$ cat src/rtl/jsu_pkg.sv
// ----------------------------------------------------------------------------
// jsu_pkg
// Shared types and constants for the JSON string unescaper: the job record
// passed from the front end to the output sequencer, and UTF-8 limits.
// ----------------------------------------------------------------------------
package jsu_pkg;

    // code point limits for the utf-8 length classes
    localparam logic [20:0] CP_LIM1 = 21'h00080;
    localparam logic [20:0] CP_LIM2 = 21'h00800;
    localparam logic [20:0] CP_LIM3 = 21'h10000;

    // utf-8 lead and continuation markers
    localparam logic [7:0] UTF8_LEAD2 = 8'hc0;
    localparam logic [7:0] UTF8_LEAD3 = 8'he0;
    localparam logic [7:0] UTF8_LEAD4 = 8'hf0;
    localparam logic [7:0] UTF8_CONT  = 8'h80;
    localparam logic [5:0] UTF8_MASK  = 6'h3f;

    // surrogate ranges
    localparam logic [15:0] SURR_HIGH = 16'hd800;
    localparam logic [15:0] SURR_LOW  = 16'hdc00;
    localparam logic [15:0] SURR_END  = 16'he000;

    // everything one accepted item produces, in output order:
    // code point a, held hex digits, code point b, literal byte, end marker
    typedef struct packed {
        logic            cpa_en;
        logic [20:0]     cpa;
        logic [1:0]      held_n;
        logic [2:0][7:0] held;
        logic            cpb_en;
        logic [15:0]     cpb;
        logic            lit_en;
        logic [7:0]      lit;
        logic            mark_en;
        logic            mark_ns;
    } t_job;

endpackage

$ cat src/rtl/jsu_ifs.sv
// ----------------------------------------------------------------------------
// jsu channel interfaces
// Valid/ready channels for input bytes and for decoded result items.
// ----------------------------------------------------------------------------
interface jsu_in_if;
    logic       valid;
    logic       ready;
    logic [7:0] in_byte;
    logic       value_start;
    logic       span_end;

    modport source (output valid, in_byte, value_start, span_end, input ready);
    modport sink   (input valid, in_byte, value_start, span_end, output ready);
endinterface

interface jsu_out_if;
    logic       valid;
    logic       ready;
    logic [7:0] out_byte;
    logic       byte_valid;
    logic       run_last;
    logic       string_done;
    logic       not_string;

    modport source (output valid, out_byte, byte_valid, run_last, string_done, not_string,
                    input ready);
    modport sink   (input valid, out_byte, byte_valid, run_last, string_done, not_string,
                    output ready);
endinterface

$ cat src/rtl/json_string_unescape_utf8.sv
// first result of an input item: queue slot, then job register, then output register
// throughput: one input item per cycle while the queue is not full, and one result
//   item per cycle unless stalled; the sequencer emits 0 to 8 results per input
// the job queue (QUEUE_DEPTH entries) decouples input acceptance from output stalls
// reset (synchronous, active low) empties the queue and returns to idle awaiting a value
// ----------------------------------------------------------------------------
// json_string_unescape_utf8
// Unescapes a JSON string span into UTF-8 bytes with an end marker per value.
// ----------------------------------------------------------------------------
module json_string_unescape_utf8 #(
    parameter int unsigned QUEUE_DEPTH = 4
) (
    input  logic       i_clk,
    input  logic       i_rst_n,
    jsu_in_if.sink     i_in,
    jsu_out_if.source  o_out
);

    logic          push, full, job_valid, pop;
    jsu_pkg::t_job front_job, head_job;

    jsu_front u_front (
        .i_clk   (i_clk),
        .i_rst_n (i_rst_n),
        .i_in    (i_in),
        .i_full  (full),
        .o_push  (push),
        .o_job   (front_job)
    );

    jsu_fifo #(
        .DEPTH (QUEUE_DEPTH)
    ) u_fifo (
        .i_clk   (i_clk),
        .i_rst_n (i_rst_n),
        .i_push  (push),
        .i_job   (front_job),
        .o_full  (full),
        .o_valid (job_valid),
        .i_pop   (pop),
        .o_job   (head_job)
    );

    jsu_back u_back (
        .i_clk       (i_clk),
        .i_rst_n     (i_rst_n),
        .i_job_valid (job_valid),
        .i_job       (head_job),
        .o_pop       (pop),
        .o_out       (o_out)
    );

endmodule

$ cat src/rtl/jsu_front.sv
// ----------------------------------------------------------------------------
// jsu_front
// Accepts one byte per cycle while the job queue is not full, runs the
// string/escape state machine and turns each item into a job record describing the bytes it produces.
// ----------------------------------------------------------------------------
module jsu_front (
    input  logic           i_clk,
    input  logic           i_rst_n,
    jsu_in_if.sink         i_in,
    input  logic           i_full,
    output logic           o_push,
    output jsu_pkg::t_job  o_job
);

    localparam logic [3:0] PH_IDLE     = 4'd0;
    localparam logic [3:0] PH_LEAD     = 4'd1;
    localparam logic [3:0] PH_BODY     = 4'd2;
    localparam logic [3:0] PH_ESC      = 4'd3;
    localparam logic [3:0] PH_HEX      = 4'd4;
    localparam logic [3:0] PH_PAIR_BS  = 4'd5;
    localparam logic [3:0] PH_PAIR_U   = 4'd6;
    localparam logic [3:0] PH_PAIR_HEX = 4'd7;
    localparam logic [3:0] PH_DONE     = 4'd8;

    localparam logic [7:0] CH_SPACE  = 8'h20;
    localparam logic [7:0] CH_TAB    = 8'h09;
    localparam logic [7:0] CH_CR     = 8'h0d;
    localparam logic [7:0] CH_LF     = 8'h0a;
    localparam logic [7:0] CH_BS     = 8'h08;
    localparam logic [7:0] CH_FF     = 8'h0c;
    localparam logic [7:0] CH_QUOTE  = 8'h22;
    localparam logic [7:0] CH_BSLASH = 8'h5c;
    localparam logic [7:0] CH_N      = 8'h6e;
    localparam logic [7:0] CH_T      = 8'h74;
    localparam logic [7:0] CH_R      = 8'h72;
    localparam logic [7:0] CH_B      = 8'h62;
    localparam logic [7:0] CH_F      = 8'h66;
    localparam logic [7:0] CH_U      = 8'h75;
    localparam logic [1:0] DIGITS_HELD = 2'd3;

    logic [3:0]      r_phase, n_phase;
    logic [15:0]     r_cu, n_cu;
    logic [15:0]     r_hh, n_hh;
    logic [1:0]      r_dc, n_dc;
    logic [2:0][7:0] r_held, n_held;

    logic [3:0]      ph0;
    logic [15:0]     cu0, hh0, cu_shift;
    logic [1:0]      dc0;
    logic            hex_ok;
    logic [3:0]      hex_nib;
    logic            body_go, esc_go, unit_go;
    logic            accept;
    logic [7:0]      c;
    jsu_pkg::t_job   job;

    assign c      = i_in.in_byte;
    assign i_in.ready = !i_full;
    assign accept = i_in.valid && !i_full;

    always_comb begin
        hex_ok  = 1'b1;
        hex_nib = c[3:0];
        if (c >= 8'h30 && c <= 8'h39) begin
            hex_nib = c[3:0];
        end else if ((c >= 8'h61 && c <= 8'h66) || (c >= 8'h41 && c <= 8'h46)) begin
            hex_nib = c[3:0] + 4'd9;
        end else begin
            hex_ok = 1'b0;
        end
    end

    always_comb begin
        ph0 = r_phase;
        cu0 = r_cu;
        hh0 = r_hh;
        dc0 = r_dc;
        if (i_in.value_start) begin
            ph0 = PH_LEAD;
            cu0 = '0;
            hh0 = '0;
            dc0 = '0;
        end
        n_phase  = ph0;
        n_cu     = cu0;
        n_hh     = hh0;
        n_dc     = dc0;
        n_held   = r_held;
        job      = '0;
        body_go  = 1'b0;
        esc_go   = 1'b0;
        unit_go  = 1'b0;
        cu_shift = {cu0[11:0], hex_nib};

        case (ph0)
            PH_LEAD: begin
                if (c != CH_SPACE && c != CH_TAB && c != CH_CR && c != CH_LF) begin
                    if (c == CH_QUOTE) begin
                        n_phase = PH_BODY;
                    end else begin
                        job.mark_en = 1'b1;
                        job.mark_ns = 1'b1;
                        n_phase     = PH_DONE;
                    end
                end
            end
            PH_BODY: body_go = 1'b1;
            PH_ESC:  esc_go  = 1'b1;
            PH_HEX, PH_PAIR_HEX: begin
                if (!hex_ok) begin
                    // bad digit: pending high half, then digits taken literally
                    if (ph0 == PH_PAIR_HEX) begin
                        job.cpa_en = 1'b1;
                        job.cpa    = {5'd0, hh0};
                    end
                    job.held_n = dc0;
                    n_dc       = '0;
                    body_go    = 1'b1;
                end else begin
                    n_cu = cu_shift;
                    if (dc0 != DIGITS_HELD) begin
                        n_held[dc0] = c;
                        n_dc        = dc0 + 2'd1;
                    end else begin
                        n_dc = '0;
                        if (ph0 == PH_HEX) begin
                            unit_go = 1'b1;
                        end else if (cu_shift >= jsu_pkg::SURR_LOW &&
                                     cu_shift <  jsu_pkg::SURR_END) begin
                            job.cpa_en = 1'b1;
                            job.cpa    = jsu_pkg::CP_LIM3 + {1'b0, hh0[9:0], cu_shift[9:0]};
                            n_phase    = PH_BODY;
                        end else begin
                            job.cpa_en = 1'b1;
                            job.cpa    = {5'd0, hh0};
                            unit_go    = 1'b1;
                        end
                    end
                end
            end
            PH_PAIR_BS: begin
                if (c == CH_BSLASH) begin
                    n_phase = PH_PAIR_U;
                end else begin
                    job.cpa_en = 1'b1;
                    job.cpa    = {5'd0, hh0};
                    body_go    = 1'b1;
                end
            end
            PH_PAIR_U: begin
                if (c == CH_U) begin
                    n_phase = PH_PAIR_HEX;
                    n_dc    = '0;
                    n_cu    = '0;
                end else begin
                    job.cpa_en = 1'b1;
                    job.cpa    = {5'd0, hh0};
                    esc_go     = 1'b1;
                end
            end
            default: ;
        endcase

        if (unit_go) begin
            if (cu_shift >= jsu_pkg::SURR_HIGH && cu_shift < jsu_pkg::SURR_LOW) begin
                n_hh    = cu_shift;
                n_phase = PH_PAIR_BS;
            end else begin
                job.cpb_en = 1'b1;
                job.cpb    = cu_shift;
                n_phase    = PH_BODY;
            end
        end

        if (body_go) begin
            n_phase = PH_BODY;
            case (c)
                CH_QUOTE: begin
                    job.mark_en = 1'b1;
                    n_phase     = PH_DONE;
                end
                CH_BSLASH: n_phase = PH_ESC;
                default: begin
                    job.lit_en = 1'b1;
                    job.lit    = c;
                end
            endcase
        end

        if (esc_go) begin
            n_phase    = PH_BODY;
            job.lit_en = 1'b1;
            case (c)
                CH_N:    job.lit = CH_LF;
                CH_T:    job.lit = CH_TAB;
                CH_R:    job.lit = CH_CR;
                CH_B:    job.lit = CH_BS;
                CH_F:    job.lit = CH_FF;
                CH_U: begin
                    job.lit_en = 1'b0;
                    n_phase    = PH_HEX;
                    n_dc       = '0;
                    n_cu       = '0;
                end
                default: job.lit = c;
            endcase
        end

        // end of span: flush what is still pending, then the end marker
        if (i_in.span_end) begin
            case (n_phase)
                PH_LEAD: begin
                    job.mark_en = 1'b1;
                    job.mark_ns = 1'b1;
                    n_phase     = PH_DONE;
                end
                PH_BODY, PH_ESC: begin
                    job.mark_en = 1'b1;
                    n_phase     = PH_DONE;
                end
                PH_HEX: begin
                    job.held_n  = n_dc;
                    n_dc        = '0;
                    job.mark_en = 1'b1;
                    n_phase     = PH_DONE;
                end
                PH_PAIR_BS, PH_PAIR_U: begin
                    job.cpb_en  = 1'b1;
                    job.cpb     = n_hh;
                    job.mark_en = 1'b1;
                    n_phase     = PH_DONE;
                end
                PH_PAIR_HEX: begin
                    job.cpa_en  = 1'b1;
                    job.cpa     = {5'd0, n_hh};
                    job.held_n  = n_dc;
                    n_dc        = '0;
                    job.mark_en = 1'b1;
                    n_phase     = PH_DONE;
                end
                default: ;
            endcase
        end

        job.held = n_held;
    end

    assign o_job  = job;
    assign o_push = accept && (job.cpa_en || job.held_n != 2'd0 || job.cpb_en ||
                               job.lit_en || job.mark_en);

    always_ff @(posedge i_clk) begin
        if (!i_rst_n) begin
            r_phase <= PH_IDLE;
            r_cu    <= '0;
            r_hh    <= '0;
            r_dc    <= '0;
        end else if (accept) begin
            r_phase <= n_phase;
            r_cu    <= n_cu;
            r_hh    <= n_hh;
            r_dc    <= n_dc;
        end
    end

    always_ff @(posedge i_clk) begin
        if (accept) begin
            r_held <= n_held;
        end
    end

endmodule

$ cat src/rtl/jsu_fifo.sv
// ----------------------------------------------------------------------------
// jsu_fifo
// Small job queue between the front end and the output sequencer.
// ----------------------------------------------------------------------------
module jsu_fifo #(
    parameter int unsigned DEPTH = 4
) (
    input  logic           i_clk,
    input  logic           i_rst_n,
    input  logic           i_push,
    input  jsu_pkg::t_job  i_job,
    output logic           o_full,
    output logic           o_valid,
    input  logic           i_pop,
    output jsu_pkg::t_job  o_job
);

    localparam int unsigned PW = (DEPTH > 1) ? $clog2(DEPTH) : 1;
    localparam int unsigned CW = $clog2(DEPTH + 1);
    localparam logic [PW-1:0] LAST_SLOT = PW'(DEPTH - 1);
    localparam logic [CW-1:0] FULL_CNT  = CW'(DEPTH);

    jsu_pkg::t_job r_slot [DEPTH];
    logic [PW-1:0] r_wp, r_rp;
    logic [CW-1:0] r_cnt;
    logic          do_push, do_pop;

    assign o_full  = (r_cnt == FULL_CNT);
    assign o_valid = (r_cnt != '0);
    assign o_job   = r_slot[r_rp];
    assign do_push = i_push && !o_full;
    assign do_pop  = i_pop && o_valid;

    always_ff @(posedge i_clk) begin
        if (do_push) begin
            r_slot[r_wp] <= i_job;
        end
    end

    always_ff @(posedge i_clk) begin
        if (!i_rst_n) begin
            r_wp  <= '0;
            r_rp  <= '0;
            r_cnt <= '0;
        end else begin
            if (do_push) begin
                r_wp <= (r_wp == LAST_SLOT) ? '0 : r_wp + 1'b1;
            end
            if (do_pop) begin
                r_rp <= (r_rp == LAST_SLOT) ? '0 : r_rp + 1'b1;
            end
            case ({do_push, do_pop})
                2'b10:   r_cnt <= r_cnt + 1'b1;
                2'b01:   r_cnt <= r_cnt - 1'b1;
                default: r_cnt <= r_cnt;
            endcase
        end
    end

endmodule

$ cat src/rtl/jsu_back.sv
// ----------------------------------------------------------------------------
// jsu_back
// Output sequencer: takes one job at a time and encodes its code points as
// UTF-8; a registered output gives one result item per cycle unless stalled.
// ----------------------------------------------------------------------------
module jsu_back (
    input  logic           i_clk,
    input  logic           i_rst_n,
    input  logic           i_job_valid,
    input  jsu_pkg::t_job  i_job,
    output logic           o_pop,
    jsu_out_if.source      o_out
);

    function automatic logic [2:0] utf8_len(input logic [20:0] cp);
        logic [2:0] n;
        if (cp < jsu_pkg::CP_LIM1)      n = 3'd1;
        else if (cp < jsu_pkg::CP_LIM2) n = 3'd2;
        else if (cp < jsu_pkg::CP_LIM3) n = 3'd3;
        else                            n = 3'd4;
        return n;
    endfunction

    function automatic logic [7:0] utf8_byte(input logic [20:0] cp, input logic [1:0] k);
        logic [2:0] n;
        logic [7:0] b;
        n = utf8_len(cp);
        b = cp[7:0];
        case (n)
            3'd2: b = (k == 2'd0) ? (jsu_pkg::UTF8_LEAD2 | {3'd0, cp[10:6]})
                                  : (jsu_pkg::UTF8_CONT | {2'd0, cp[5:0] & jsu_pkg::UTF8_MASK});
            3'd3: begin
                case (k)
                    2'd0:    b = jsu_pkg::UTF8_LEAD3 | {4'd0, cp[15:12]};
                    2'd1:    b = jsu_pkg::UTF8_CONT | {2'd0, cp[11:6]};
                    default: b = jsu_pkg::UTF8_CONT | {2'd0, cp[5:0]};
                endcase
            end
            3'd4: begin
                case (k)
                    2'd0:    b = jsu_pkg::UTF8_LEAD4 | {5'd0, cp[20:18]};
                    2'd1:    b = jsu_pkg::UTF8_CONT | {2'd0, cp[17:12]};
                    2'd2:    b = jsu_pkg::UTF8_CONT | {2'd0, cp[11:6]};
                    default: b = jsu_pkg::UTF8_CONT | {2'd0, cp[5:0]};
                endcase
            end
            default: b = cp[7:0];
        endcase
        return b;
    endfunction

    jsu_pkg::t_job r_job;
    logic          r_busy;
    logic [2:0]    r_pos;
    logic          r_ov;
    logic [7:0]    r_byte;
    logic          r_bv, r_last, r_done, r_ns;

    logic [20:0]   cpb_w;
    logic [3:0]    len_a, len_b, b1, b2, b3, b4, total, pos4, k;
    logic [7:0]    sel_byte;
    logic          sel_bv, sel_done, sel_ns, sel_last;
    logic          out_take, advance;

    assign cpb_w = {5'd0, r_job.cpb};
    assign len_a = r_job.cpa_en ? {1'b0, utf8_len(r_job.cpa)} : 4'd0;
    assign len_b = r_job.cpb_en ? {1'b0, utf8_len(cpb_w)} : 4'd0;
    assign b1    = len_a;
    assign b2    = b1 + {2'd0, r_job.held_n};
    assign b3    = b2 + len_b;
    assign b4    = b3 + {3'd0, r_job.lit_en};
    assign total = b4 + {3'd0, r_job.mark_en};
    assign pos4  = {1'b0, r_pos};

    // locate the segment that the current position falls into
    always_comb begin
        sel_bv   = 1'b1;
        sel_done = 1'b0;
        sel_ns   = 1'b0;
        k        = '0;
        if (pos4 < b1) begin
            sel_byte = utf8_byte(r_job.cpa, r_pos[1:0]);
        end else if (pos4 < b2) begin
            k = pos4 - b1;
            case (k[1:0])
                2'd1:    sel_byte = r_job.held[1];
                2'd2:    sel_byte = r_job.held[2];
                default: sel_byte = r_job.held[0];
            endcase
        end else if (pos4 < b3) begin
            k        = pos4 - b2;
            sel_byte = utf8_byte(cpb_w, k[1:0]);
        end else if (pos4 < b4) begin
            sel_byte = r_job.lit;
        end else begin
            sel_byte = 8'd0;
            sel_bv   = 1'b0;
            sel_done = 1'b1;
            sel_ns   = r_job.mark_ns;
        end
    end

    assign sel_last = (pos4 + 4'd1 == total);
    assign out_take = !r_ov || o_out.ready;
    assign advance  = r_busy && out_take;
    assign o_pop    = i_job_valid && (!r_busy || (advance && sel_last));

    always_ff @(posedge i_clk) begin
        if (!i_rst_n) begin
            r_busy <= 1'b0;
            r_pos  <= '0;
            r_ov   <= 1'b0;
        end else begin
            if (out_take) begin
                r_ov <= r_busy;
            end
            if (o_pop) begin
                r_busy <= 1'b1;
                r_pos  <= '0;
            end else if (advance) begin
                if (sel_last) begin
                    r_busy <= 1'b0;
                end else begin
                    r_pos <= r_pos + 3'd1;
                end
            end
        end
    end

    always_ff @(posedge i_clk) begin
        if (o_pop) begin
            r_job <= i_job;
        end
        if (advance) begin
            r_byte <= sel_byte;
            r_bv   <= sel_bv;
            r_last <= sel_last;
            r_done <= sel_done;
            r_ns   <= sel_ns;
        end
    end

    assign o_out.valid       = r_ov;
    assign o_out.out_byte    = r_byte;
    assign o_out.byte_valid  = r_bv;
    assign o_out.run_last    = r_last;
    assign o_out.string_done = r_done;
    assign o_out.not_string  = r_ns;

endmodule

$ cat src/flat_wrapper.sv
// flat-port wrapper written by rule: the top's interface ports become plain ports
module json_string_unescape_utf8_flat 
#(
    parameter int unsigned QUEUE_DEPTH = 4
)
  (i_clk, i_rst_n, i_in_valid, i_in_in_byte, i_in_value_start, i_in_span_end, i_in_ready, o_out_valid, o_out_out_byte, o_out_byte_valid, o_out_run_last, o_out_string_done, o_out_not_string, o_out_ready);
  jsu_in_if i_in_i ();
  jsu_out_if o_out_i ();
  input  logic i_clk;
  input  logic i_rst_n;
  input wire logic [$bits(i_in_i.valid)-1:0] i_in_valid;
  input wire logic [$bits(i_in_i.in_byte)-1:0] i_in_in_byte;
  input wire logic [$bits(i_in_i.value_start)-1:0] i_in_value_start;
  input wire logic [$bits(i_in_i.span_end)-1:0] i_in_span_end;
  output wire logic [$bits(i_in_i.ready)-1:0] i_in_ready;
  output wire logic [$bits(o_out_i.valid)-1:0] o_out_valid;
  output wire logic [$bits(o_out_i.out_byte)-1:0] o_out_out_byte;
  output wire logic [$bits(o_out_i.byte_valid)-1:0] o_out_byte_valid;
  output wire logic [$bits(o_out_i.run_last)-1:0] o_out_run_last;
  output wire logic [$bits(o_out_i.string_done)-1:0] o_out_string_done;
  output wire logic [$bits(o_out_i.not_string)-1:0] o_out_not_string;
  input wire logic [$bits(o_out_i.ready)-1:0] o_out_ready;
  assign i_in_i.valid = i_in_valid;
  assign i_in_i.in_byte = i_in_in_byte;
  assign i_in_i.value_start = i_in_value_start;
  assign i_in_i.span_end = i_in_span_end;
  assign i_in_ready = i_in_i.ready;
  assign o_out_valid = o_out_i.valid;
  assign o_out_out_byte = o_out_i.out_byte;
  assign o_out_byte_valid = o_out_i.byte_valid;
  assign o_out_run_last = o_out_i.run_last;
  assign o_out_string_done = o_out_i.string_done;
  assign o_out_not_string = o_out_i.not_string;
  assign o_out_i.ready = o_out_ready;
  json_string_unescape_utf8 #(.QUEUE_DEPTH(QUEUE_DEPTH)) u_core (.i_clk(i_clk), .i_rst_n(i_rst_n), .i_in(i_in_i), .o_out(o_out_i));
endmodule
$ cat config.mk
export PLATFORM = sky130hd
export DESIGN_NAME = json_string_unescape_utf8_flat
export DESIGN_NICKNAME = d
export VERILOG_FILES = /design/src/rtl/jsu_pkg.sv /design/src/rtl/jsu_ifs.sv /design/src/rtl/json_string_unescape_utf8.sv /design/src/rtl/jsu_front.sv /design/src/rtl/jsu_fifo.sv /design/src/rtl/jsu_back.sv /design/src/flat_wrapper.sv
export SDC_FILE = /design/constraint.sdc
export NUM_CORES = 1
export LEC_CHECK = 0
export BUFFER_PORTS_ARGS = -buffer_cell sky130_fd_sc_hd__buf_2
export CORE_UTILIZATION = 65
export DETAILED_ROUTE_END_ITERATION = 6
export PLACE_DENSITY = 0.88
export SYNTH_ARGS = -nofsm -noshare
export SYNTH_HDL_FRONTEND = slang
export SYNTH_SLANG_ARGS = --single-unit
$ cat constraint.sdc
create_clock -name i_clk -period 15.3 [get_ports i_clk]
set_input_delay 1.53 -clock i_clk [delete_from_list [all_inputs] [get_ports i_clk]]
set_output_delay 1.53 -clock i_clk [all_outputs]
set_load 0.03 [all_outputs]
# After elaboration in Yosys (flattened, before gate mapping)
# Memory sizes are Yosys's and may differ from the RTL's. A register that Yosys moved wholly into a read port is not among the register bits.
# Index checks and enable logic that the tools add are counted.
dict set report op_classes {
  add_sub_neg 15
  magnitude_cmp 22
  eq_ne 45
  muxes 119
  n_bitwise 2
  n_reduce_logical 43
}
# operator count
set op_table {}
lappend op_table {{two-way mux 22 bit} 7}
lappend op_table {{two-way mux 16 bit} 8}
lappend op_table {{two-way mux 24 bit} 4}
lappend op_table {{two-way mux 17 bit} 4}
lappend op_table {{case mux 22 bit (3 select lines)} 1}
lappend op_table {{two-way mux 4 bit} 16}
lappend op_table {{== test 8 x 7 -> 1 bit, second input constant} 7}
lappend op_table {{case mux 8 bit (3 select lines)} 2}
lappend op_table {{case mux 8 bit (6 select lines)} 1}
lappend op_table {{two-way mux 3 bit} 14}
lappend op_table {{case mux 7 bit (3 select lines)} 2}
lappend op_table {{two-way mux 8 bit} 5}
lappend op_table {{two-way mux 2 bit} 17}
lappend op_table {{== test 4 x 3 -> 1 bit, second input constant} 8}
lappend op_table {{>= comparator 16 bit, second input constant} 2}
lappend op_table {{less-than comparator 16 bit, second input constant} 2}
lappend op_table {{case mux 16 bit (2 select lines)} 1}
lappend op_table {{case mux 7 bit (2 select lines)} 2}
lappend op_table {{bitwise mux 24 bit} 1}
lappend op_table {{inequality test 8 x 4 -> 1 bit, second input constant} 3}
lappend op_table {{adder 17 x 20 -> 21 bit, first input constant} 1}
lappend op_table {{less-than comparator 21 x 12 -> 1 bit, second input constant} 1}
lappend op_table {{less-than comparator 21 x 17 -> 1 bit, second input constant} 1}
lappend op_table {{less-than comparator 21 x 8 -> 1 bit, second input constant} 1}
lappend op_table {{55 further kinds} 135}
dict set report totals {
  reg_bits 86
  mem_bits_rw 304
  output_inout_bits 14
  word_cells 265
  n_memories 1
}
# name words width rd rd_clocked_by_memory_dff write_ports line_no
set memory_table {}
lappend memory_table {u_core.u_fifo.r_slot 4 76 1 1 1 jsu_fifo.sv:23} ;# jsu_pkg::t_job r_slot [DEPTH];

# Longest topological paths before layout
# Gate-level depths: netlist of run 1.
dict set report logic_depth {
  word_depth 28
  depth_mapped 21
  depth_no_buf 21
}

# By module
# Synthesis of run 1 repeated with hierarchy kept, for this count alone.
dict set report unflattened {
  cells_unflattened 1392
  area_unflattened_um2 20703.6
}
# module instances cells_each area_each_um2
set by_module_without_submodules {}
lappend by_module_without_submodules {jsu_fifo 1 453 11499.8}
lappend by_module_without_submodules {jsu_back 1 385 4687.0}
lappend by_module_without_submodules {jsu_front 1 554 4516.8}

# Worst setup path before layout of run 1
# Ideal clock, no wire load.
dict set report synth_path {
  kind {register to register}
  from {register u_core.u_back.r_job[73] (netlist name)}
  to {register u_core.u_fifo.r_cnt[2]}
  arrival_ns 7.913
  t_required_ns 15.224
  path_slack_ns 7.311
  stages_incl_launch_ff 22
  synth_period_minus_slack_ns 7.989
  path_cell_list {edfxtp_1 -> or3_4 -> nor2_1 -> nand2_1 -> a21oi_1 -> ha_1 -> fa_1 -> fa_1 -> ha_1 -> ha_1 -> xnor2_1 -> xnor2_1 -> xnor2_1 -> nor3_1 -> mux2i_1 -> o21ai_1 -> ha_1 -> inv_1 -> fa_1 -> xor2_1 -> or3_1 -> a21boi_0}
}
dict set report synth_between {
  elab_chain_len 16
  elab_cells_between_ends 20
}
# item line_no
set synth_rtl {}
lappend synth_rtl {{less-than comparator 21 x 17 -> 1 bit} jsu_back.sv:19} ;# else if (cp < jsu_pkg::CP_LIM3) n = 3'd3;
lappend synth_rtl {{two-way mux 3 bit} jsu_back.sv:19}
lappend synth_rtl {{two-way mux 3 bit} jsu_back.sv:18} ;# else if (cp < jsu_pkg::CP_LIM2) n = 3'd2;
lappend synth_rtl {{two-way mux 3 bit *} jsu_back.sv:17} ;# if (cp < jsu_pkg::CP_LIM1) n = 3'd1;
lappend synth_rtl {{two-way mux 3 bit *} jsu_back.sv:66} ;# assign len_a = r_job.cpa_en ? {1'b0, utf8_len(r_job.cpa)} : 4'd0;
lappend synth_rtl {{adder 3 x 2 -> 4 bit *} jsu_back.sv:69} ;# assign b2 = b1 + {2'd0, r_job.held_n};
lappend synth_rtl {{adder 4 x 3 -> 4 bit *} jsu_back.sv:70} ;# assign b3 = b2 + len_b;
lappend synth_rtl {{adder 4 x 1 -> 4 bit *} jsu_back.sv:71} ;# assign b4 = b3 + {3'd0, r_job.lit_en};
lappend synth_rtl {{adder 4 x 1 -> 4 bit *} jsu_back.sv:72} ;# assign total = b4 + {3'd0, r_job.mark_en};
lappend synth_rtl {{== test 4 bit *} jsu_back.sv:103} ;# assign sel_last = (pos4 + 4'd1 == total);
lappend synth_rtl {{logical AND 1 bit *} jsu_back.sv:106} ;# assign o_pop = i_job_valid && (!r_busy || (advance && sel_last));
lappend synth_rtl {{logical OR 1 bit *} jsu_back.sv:106}
lappend synth_rtl {{logical AND 1 bit *} jsu_back.sv:106}
lappend synth_rtl {{named net u_core.pop} json_string_unescape_utf8.sv:19} ;# logic push, full, job_valid, pop;
lappend synth_rtl {{logical AND 1 bit *} jsu_fifo.sv:32} ;# assign do_pop = i_pop && o_valid;
lappend synth_rtl {{== test 2 x 1 -> 1 bit or == test 2 bit (tied branches)} jsu_fifo.sv:52} ;# case ({do_push, do_pop})
lappend synth_rtl {{case mux 3 bit (2 select lines) or nonzero test 2 bit (tied branches)} --}
lappend synth_rtl {{end signal: assignment} jsu_fifo.sv:53} ;# 2'b10: r_cnt <= r_cnt + 1'b1;
lappend synth_rtl {{end signal: assignment} jsu_fifo.sv:54} ;# 2'b01: r_cnt <= r_cnt - 1'b1;
lappend synth_rtl {{end signal: assignment} jsu_fifo.sv:55} ;# default: r_cnt <= r_cnt;
lappend synth_rtl {{end: declaration} jsu_fifo.sv:25} ;# logic [CW-1:0] r_cnt;
# Mark *: on every way through the listed nets, which the timed path passes. The rest lies on a longest branch.
# A chain may end at the register's enable or synchronous reset.

# Worst setup path in the final report of run 1
dict set report layout_path {
  from {register u_core.u_back.r_job[73] (netlist name)}
  to {register u_core.u_fifo.r_cnt[2]}
}
dict set report layout_between {
  elab_chain_len 16
  elab_cells_between_ends 20
}
# item line_no
set layout_rtl {}
lappend layout_rtl {{less-than comparator 21 x 17 -> 1 bit} jsu_back.sv:19}
lappend layout_rtl {{two-way mux 3 bit} jsu_back.sv:19}
lappend layout_rtl {{two-way mux 3 bit} jsu_back.sv:18}
lappend layout_rtl {{two-way mux 3 bit *} jsu_back.sv:17}
lappend layout_rtl {{two-way mux 3 bit *} jsu_back.sv:66}
lappend layout_rtl {{adder 3 x 2 -> 4 bit *} jsu_back.sv:69}
lappend layout_rtl {{adder 4 x 3 -> 4 bit *} jsu_back.sv:70}
lappend layout_rtl {{adder 4 x 1 -> 4 bit *} jsu_back.sv:71}
lappend layout_rtl {{adder 4 x 1 -> 4 bit *} jsu_back.sv:72}
lappend layout_rtl {{== test 4 bit *} jsu_back.sv:103}
lappend layout_rtl {{logical AND 1 bit *} jsu_back.sv:106}
lappend layout_rtl {{logical OR 1 bit *} jsu_back.sv:106}
lappend layout_rtl {{logical AND 1 bit *} jsu_back.sv:106}
lappend layout_rtl {{named net u_core.pop} json_string_unescape_utf8.sv:19}
lappend layout_rtl {{logical AND 1 bit *} jsu_fifo.sv:32}
lappend layout_rtl {{== test 2 x 1 -> 1 bit or == test 2 bit (tied branches)} jsu_fifo.sv:52}
lappend layout_rtl {{case mux 3 bit (2 select lines) or nonzero test 2 bit (tied branches)} --}
# Marked as above.

==> run metrics, run 1 <==
status finished clean; crit path from u_core.u_back.r_job[73]; CP top delay family adder cells; die span in x 181 um; Worst Path Arrival 7.17 ns; Reg-to-Reg Start u_core.u_back.r_job[73]; post-CTS sizing 0; Top Ports 28; final hold vios 0; Ys Warns 0; Post-synth EDFFs 416; Hold Path End u_core.u_front.r_dc[1]; PortBufs 27; antenna-violating nets left 0; Hold Crit Class register to register; #FFs+latches synth 462; hold path depth 2; first-pass GRT wire length 79.0 mm; Synth Instances 1399; DP HPWL 32.1 mm; DR vias 13200; clock buffer count from CTS 46; Leakage 7.43 nW; Setup Buffers After CTS 0; Clock Skews 0.0252 ns; Worst-Skew Late Latency 0.56 ns; syn_nets 1456; synth cell count leaders edfxtp_1 (416), nand2_1 (105), mux4_2 (76); post-synth top area cell edfxtp_1; Post-Syn Area per Cell 14.8 um2; grt total ovfl 0; fin util 0.723; Max Fclk 149 MHz; Post-layout nets 1475; CP endpoint kind register; clock-pin slew on the worst setup and hold paths 0.06 ns; DIE HEIGHT 181 um; final worst path period share 0.438; most frequent CP cell ha_1; number of global-route vias before repair 12800; core box area 31500 um2; Synth area leaders edfxtp_1 (60%), mux4_2 (8.2%), dfxtp_1 (4.4%); min Tclk post-route 6.70 ns; r2r setup slk 8.60 ns; post-synthesis cell type count 89; Starting Density 0.659; Synth async-reset ratio 0; std cell rows 65; TritonRoute pass-1 iters 5; largest net degree at the start of global routing 80; RSZ-0062 raised after global routing no; CP bufs+invs 2; Primary FF master, synth edfxtp_1; ANT cells 0; crit path launch type register; clock tree sinks 462; Layout area overhead 9.71%; area fraction of the dominant cell type after synthesis 0.602; critical path type register to register; worst-case clock buffer depth 3; ratio of cells with drive above 1 in the final layout 0.171; Root Buffer clkbuf_16; Relative slew margins 0.212; CP max stage delay 0.80 ns; RePlAce Congestion 0.957; DR iter-0 viols 2021; Final WS setup 8.60 ns; final non-filler cell total 1856; PwrDens 182 nW/um2; CP required 15.77 ns; CP max FO 79; setup TNS 0 ns; setup slack at placement 8.62 ns; vias per std cell 7.13; total wire length 52.7 mm; worst slew pin tran 1.18 ns; Hold WS 0.498 ns; final-report setup violation count 0; Seq/Total Area, Yosys 0.646; Mapped Area 20700 um2; R2R Path End u_core.u_fifo.r_cnt[2]; placed insts 1772; maximum vdd drop 0.000149 V; die area 32600 um2; WL/cell 28.4 um; hold_buf cts 0; initial antenna violation count 2; fin. max-slew vios 0; TritonCTS clock tree yes; most common cell in the netlist edfxtp_1; MaxCap Viol Count 0; reg2reg path depth 22; gr usage total 0.327; H-tree levels 2; detailed-route DRC error count 0; hold_sp u_core.u_front.r_dc[1]; CP max-delay cell buf_4; CP Cell Sequence or3_4 > nor2_1 > nand2_1 > a21oi_1 > ha_1 > fa_1 > fa_1 > ha_1 > ha_1 > xnor2_1 > xnor2_1 > xnor2_1 > nor3_1 > mux2i_1 > o21ai_4 > buf_4 > ha_1 > inv_1 > fa_1 > xor2_1 > or3_1 > a21boi_0
==> placed cells by master, fill, tap and decap left out, drive strengths merged, types with 23 or more instances in the layout <==
| cell | n |
|---|---|
| edfxtp | 416 |
| nand2 | 105 |
| mux4 | 76 |
| o21ai | 71 |
| a21oi | 62 |
| nor2 | 54 |
| clkbuf | 53 |
| dfxtp | 46 |
| nor2b | 43 |
| buf | 40 |
| ha | 39 |
| inv | 38 |
| a22oi | 35 |
| mux2 | 26 |
| and2 | 23 |
==> cells by family after synthesis <==
kind of cell / Yosys count / synth area share
DFF: 462 / 0.646
and+or+nand+nor: 336 / 0.0853
AOI/OAI and AO/OA: 311 / 0.105
muxes: 121 / 0.106
buffers and inverters: 106 / 0.0203
adders and majority gates: 43 / 0.0274
xor gates and xnor gates: 20 / 0.00989
==> state kept, by name (all words and copies together) (netlist names), 2 cells and up <==
register and flops:
u_core.u_front.r_phase 4, u_core.u_back.cpb_w 16, u_core.u_back.o_out.out_byte 8, u_core.u_back.r_pos 3
u_core.u_front.r_cu 12, u_core.u_back.r_job 60, u_core.u_fifo.r_wp 2, u_core.u_fifo.r_cnt 3
u_core.u_front.r_dc 2, u_core.u_front.r_hh 16, u_core.u_front.r_held 24, u_core.u_fifo.r_slot 304
u_core.u_fifo.r_rp 2
==> routing by layer <==
metal  track usage  up-vias  routed length [um]
li1              -     5536                   -
met1         0.453     6503               19700
met2         0.529     1035               25200
met3        0.0481      159                5590
met4         0.130        4                2130
met5             0        -                  23
==> power breakdown <==
group / leakage [nW] / total [W] / switching [W] / internal (W)
clock network: 0.738 / 0.00115 / 0.000489 / 0.000660
logic: 2.62 / 0.00122 / 0.000775 / 0.000446
registers: 4.07 / 0.00178 / 0.000117 / 0.00166
==> final cells by class <==
class	instances	area [um2]
clock buffer	53	1180
tap	402	503
fill	1834	8710
sequential	462	13400
inverter	37	139
clock inverter	31	348
timing repair buffer	40	233
multi-input combinational	831	6940
==> per-stage QoR <==
step	area (um2)	power [W]
global placement	21200	0.00291
detailed placement	21200	0.00297
global route	22800	0.00430
floorplan	20700	0.00264
CTS	22800	0.00414
finish	22800	0.00415
==> worst max path at each step <==
| stage | end | slack, ns | cells past startpoint |
|---|---|---|---|
| finish | u_core.u_fifo.r_cnt[2] | 8.60 | 22 |
| global route | u_core.u_fifo.r_cnt[2] | 8.14 | 22 |
| CTS | u_core.u_fifo.r_cnt[2] | 8.58 | 22 |
| detailed placement | u_core.u_fifo.r_cnt[2] | 8.62 | 22 |
| global placement | u_core.u_fifo.r_cnt[2] | 8.86 | 22 |
| floorplan | u_core.u_fifo.r_cnt[2] | 7.31 | 21 |
==> worst min-delay path, stage by stage (launching register included) <==
cell     delay [ns]
dfxtp_1        0.32
nand3_1        0.06
o21ai_1        0.06
Note: power is estimated with default switching activity, not from simulation.
==> run 2: changes to the inputs <==
CORE_UTILIZATION = 57   (was 65)
PLACE_DENSITY = 0.82   (was 0.88)
clock period = 6.1 ns   (was 15.3 ns; I/O delays follow)
==> run 2 against run 1 <==
Net effect: the run now ends with design-rule violations left; clock skew decreased by 0.0051 ns; fmax grew 22%; sequential power rose to 2.5 times the previous value; critical path depth is the same; first-iteration DRC count is 25% lower; worst setup slack got worse by 8.0 ns; non-clock buffer count rose by 14; final area rose by 0.65%; core utilization shrank 8.1 points; die area grew 14%; register-to-register slack lost 8.0 ns; routed wire length down 4.7%.
==> run metrics, run 2 (same netlist as run 1, synthesis figures left out) <==
status finished with violations; failing checks design-rule violations; final hold vios 0; RSZ-0062 raised after global routing no; CP Cell Sequence or3_4 > nor2_1 > buf_4 > nand2_1 > a21oi_1 > ha_1 > fa_1 > fa_1 > ha_1 > ha_1 > xnor2_1 > xnor2_1 > xnor2_1 > nor3_1 > mux2i_1 > o21ai_4 > ha_1 > inv_1 > fa_1 > xor2_1 > or3_1 > a21boi_0; PortBufs 27; Hold Crit Class primary input to register; Hold Path End u_core.u_back.o_out.valid; Cell Area, Placed 21500 um2; worst slew pin tran 1.08 ns; first-pass GRT wire length 76.0 mm; Clock Skews 0.0201 ns; Relative slew margins 0.276; r2r setup slk 0.61 ns; most frequent CP cell ha_1; DRT met1 WL 20.8 mm; DP HPWL 31.8 mm; clock buffer count from CTS 46; WL/cell 26.0 um; DR vias 12800; leading cell types in the layout, fill and taps excluded edfxtp_1 (416), nand2_1 (105), mux4_2 (76), a21oi_1 (61), o21ai_0 (57); Layout area overhead 10.4%; setup slack at placement 0.627 ns; crit path launch type register; Final WS setup 0.606 ns; TritonRoute pass-1 iters 7; CP max-delay cell fa_1; hold_sp o_out_ready; grt total ovfl 0; std cell rows 69; max reg flops 304; RePlAce Congestion 0.971; Post-layout nets 1489; maximum vdd drop 0.000447 V; R2R Path End u_core.u_fifo.r_cnt[2]; die span in x 193 um; total wire length 50.2 mm; hold path depth 3; Setup Buffers After CTS 0; min Tclk post-route 5.49 ns; multi-input logic area 6940 um2; Worst Path Arrival 5.97 ns; hold_buf cts 0; largest net degree at the start of global routing 79; fin. max-slew vios 0; ratio of cells with drive above 1 in the final layout 0.178; Leakage 7.48 nW; critical path type register to register; Max Fclk 182 MHz; Top Ports 28; H-tree levels 2; CP required 6.58 ns; post-CTS sizing 0; area occupied by registers 13400 um2; Reg-to-Reg Start u_core.u_back.r_job[73]; FILL cells 2447; met3 routed WL 4.07 mm; clock tree sinks 462; number of global-route vias before repair 12500; worst-case clock buffer depth 3; antenna-violating nets left 0; Starting Density 0.582; Final Cell Area 22900 um2; setup TNS 0 ns; die area 37200 um2; biggest regs u_core.u_fifo.r_slot: 304 flops, u_core.u_back.r_job: 60 flops, u_core.u_front.r_held: 24 flops; CP max stage delay 0.53 ns; Root Buffer clkbuf_16; MaxCap Viol Count 0; CP endpoint kind register; Top Layer Used met4; final worst path period share 0.901; gr usage total 0.279; initial antenna violation count 0; vias per std cell 6.64; WL met2 23.6 mm; final-report setup violation count 0; reg2reg path depth 22; clock-pin slew on the worst setup and hold paths 0.06 ns; Top reg by flops u_core.u_fifo.r_slot; CP max FO 9; core box area 35700 um2; Worst-Skew Late Latency 0.57 ns; PwrDens 443 nW/um2; detailed-route DRC error count 12; DR iter-0 viols 1519; DIE HEIGHT 193 um; commonest non-fill, non-tap cell in the layout edfxtp_1; TritonCTS clock tree yes
## run 2: metrics by stage
| stage | power (W) | hold slack, ns | cells | util |
|---|---|---|---|---|
| after global routing | 0.0106 | 0.398 | 1931 | 0.642 |
| after detailed placement | 0.00743 | 0.454 | 1845 | 0.602 |
| after global placement | 0.00733 | 0.448 | 1845 | 0.602 |
| after floorplan | 0.00658 | 0.433 | 1399 | - |
| final | 0.0101 | 0.397 | 1932 | 0.643 |
| after CTS | 0.0102 | 0.383 | 1931 | 0.642 |
## run 2: report_power, final
group          switching (W)  internal, W  leakage (nW)  total [W]
Sequential          0.000290      0.00416          4.09    0.00445
Clock                0.00120      0.00151         0.695    0.00271
Combinational        0.00185      0.00113          2.70    0.00298
Total                0.00334      0.00680          7.48     0.0101
## run 2: layout make-up
cell class                      count  share of cell area
Clock buffer                       55              0.0526
Tap cell                          461              0.0252
Inverter                           37             0.00606
Sequential cell                   462               0.586
Clock inverter                     31              0.0103
Multi-Input combinational cell    831               0.303
Antenna cell                        1            0.000109
Timing Repair Buffer               54              0.0169
## run 2: per-layer routing
| metal | vias up | track usage |
|---|---|---|
| li1 | 5571 | - |
| met1 | 6394 | 0.391 |
| met2 | 731 | 0.446 |
| met3 | 131 | 0.0431 |
| met4 | 0 | 0.0990 |
| met5 | - | 0 |
## run 2: worst max path at each step
stage                                  startpoint                     end  slack (ns)  depth (start not counted)
after CTS                 u_core.u_back.r_job[73]  u_core.u_fifo.r_cnt[2]        0.61                         22
final                     u_core.u_back.r_job[73]  u_core.u_fifo.r_cnt[2]        0.61                         22
after global routing      u_core.u_back.r_job[73]  u_core.u_fifo.r_cnt[2]        0.27                         22
after global placement    u_core.u_back.r_job[73]  u_core.u_fifo.r_cnt[2]        0.80                         22
after detailed placement  u_core.u_back.r_job[73]  u_core.u_fifo.r_cnt[2]        0.63                         22
after floorplan           u_core.u_back.r_job[73]  u_core.u_fifo.r_cnt[2]        0.15                         21
## run 2: worst max-delay path, delay by kind of cell, from the launching register on
family | cells | cell delay (ns)
xor gates and xnor gates | 4 | 0.63
AOI/OAI and AO/OA | 3 | 0.50
DFF | 1 | 0.38
muxes | 1 | 0.16
adders and majority gates | 7 | 2.42
buffers and inverters | 2 | 0.23
and+or+nand+nor | 5 | 1.08
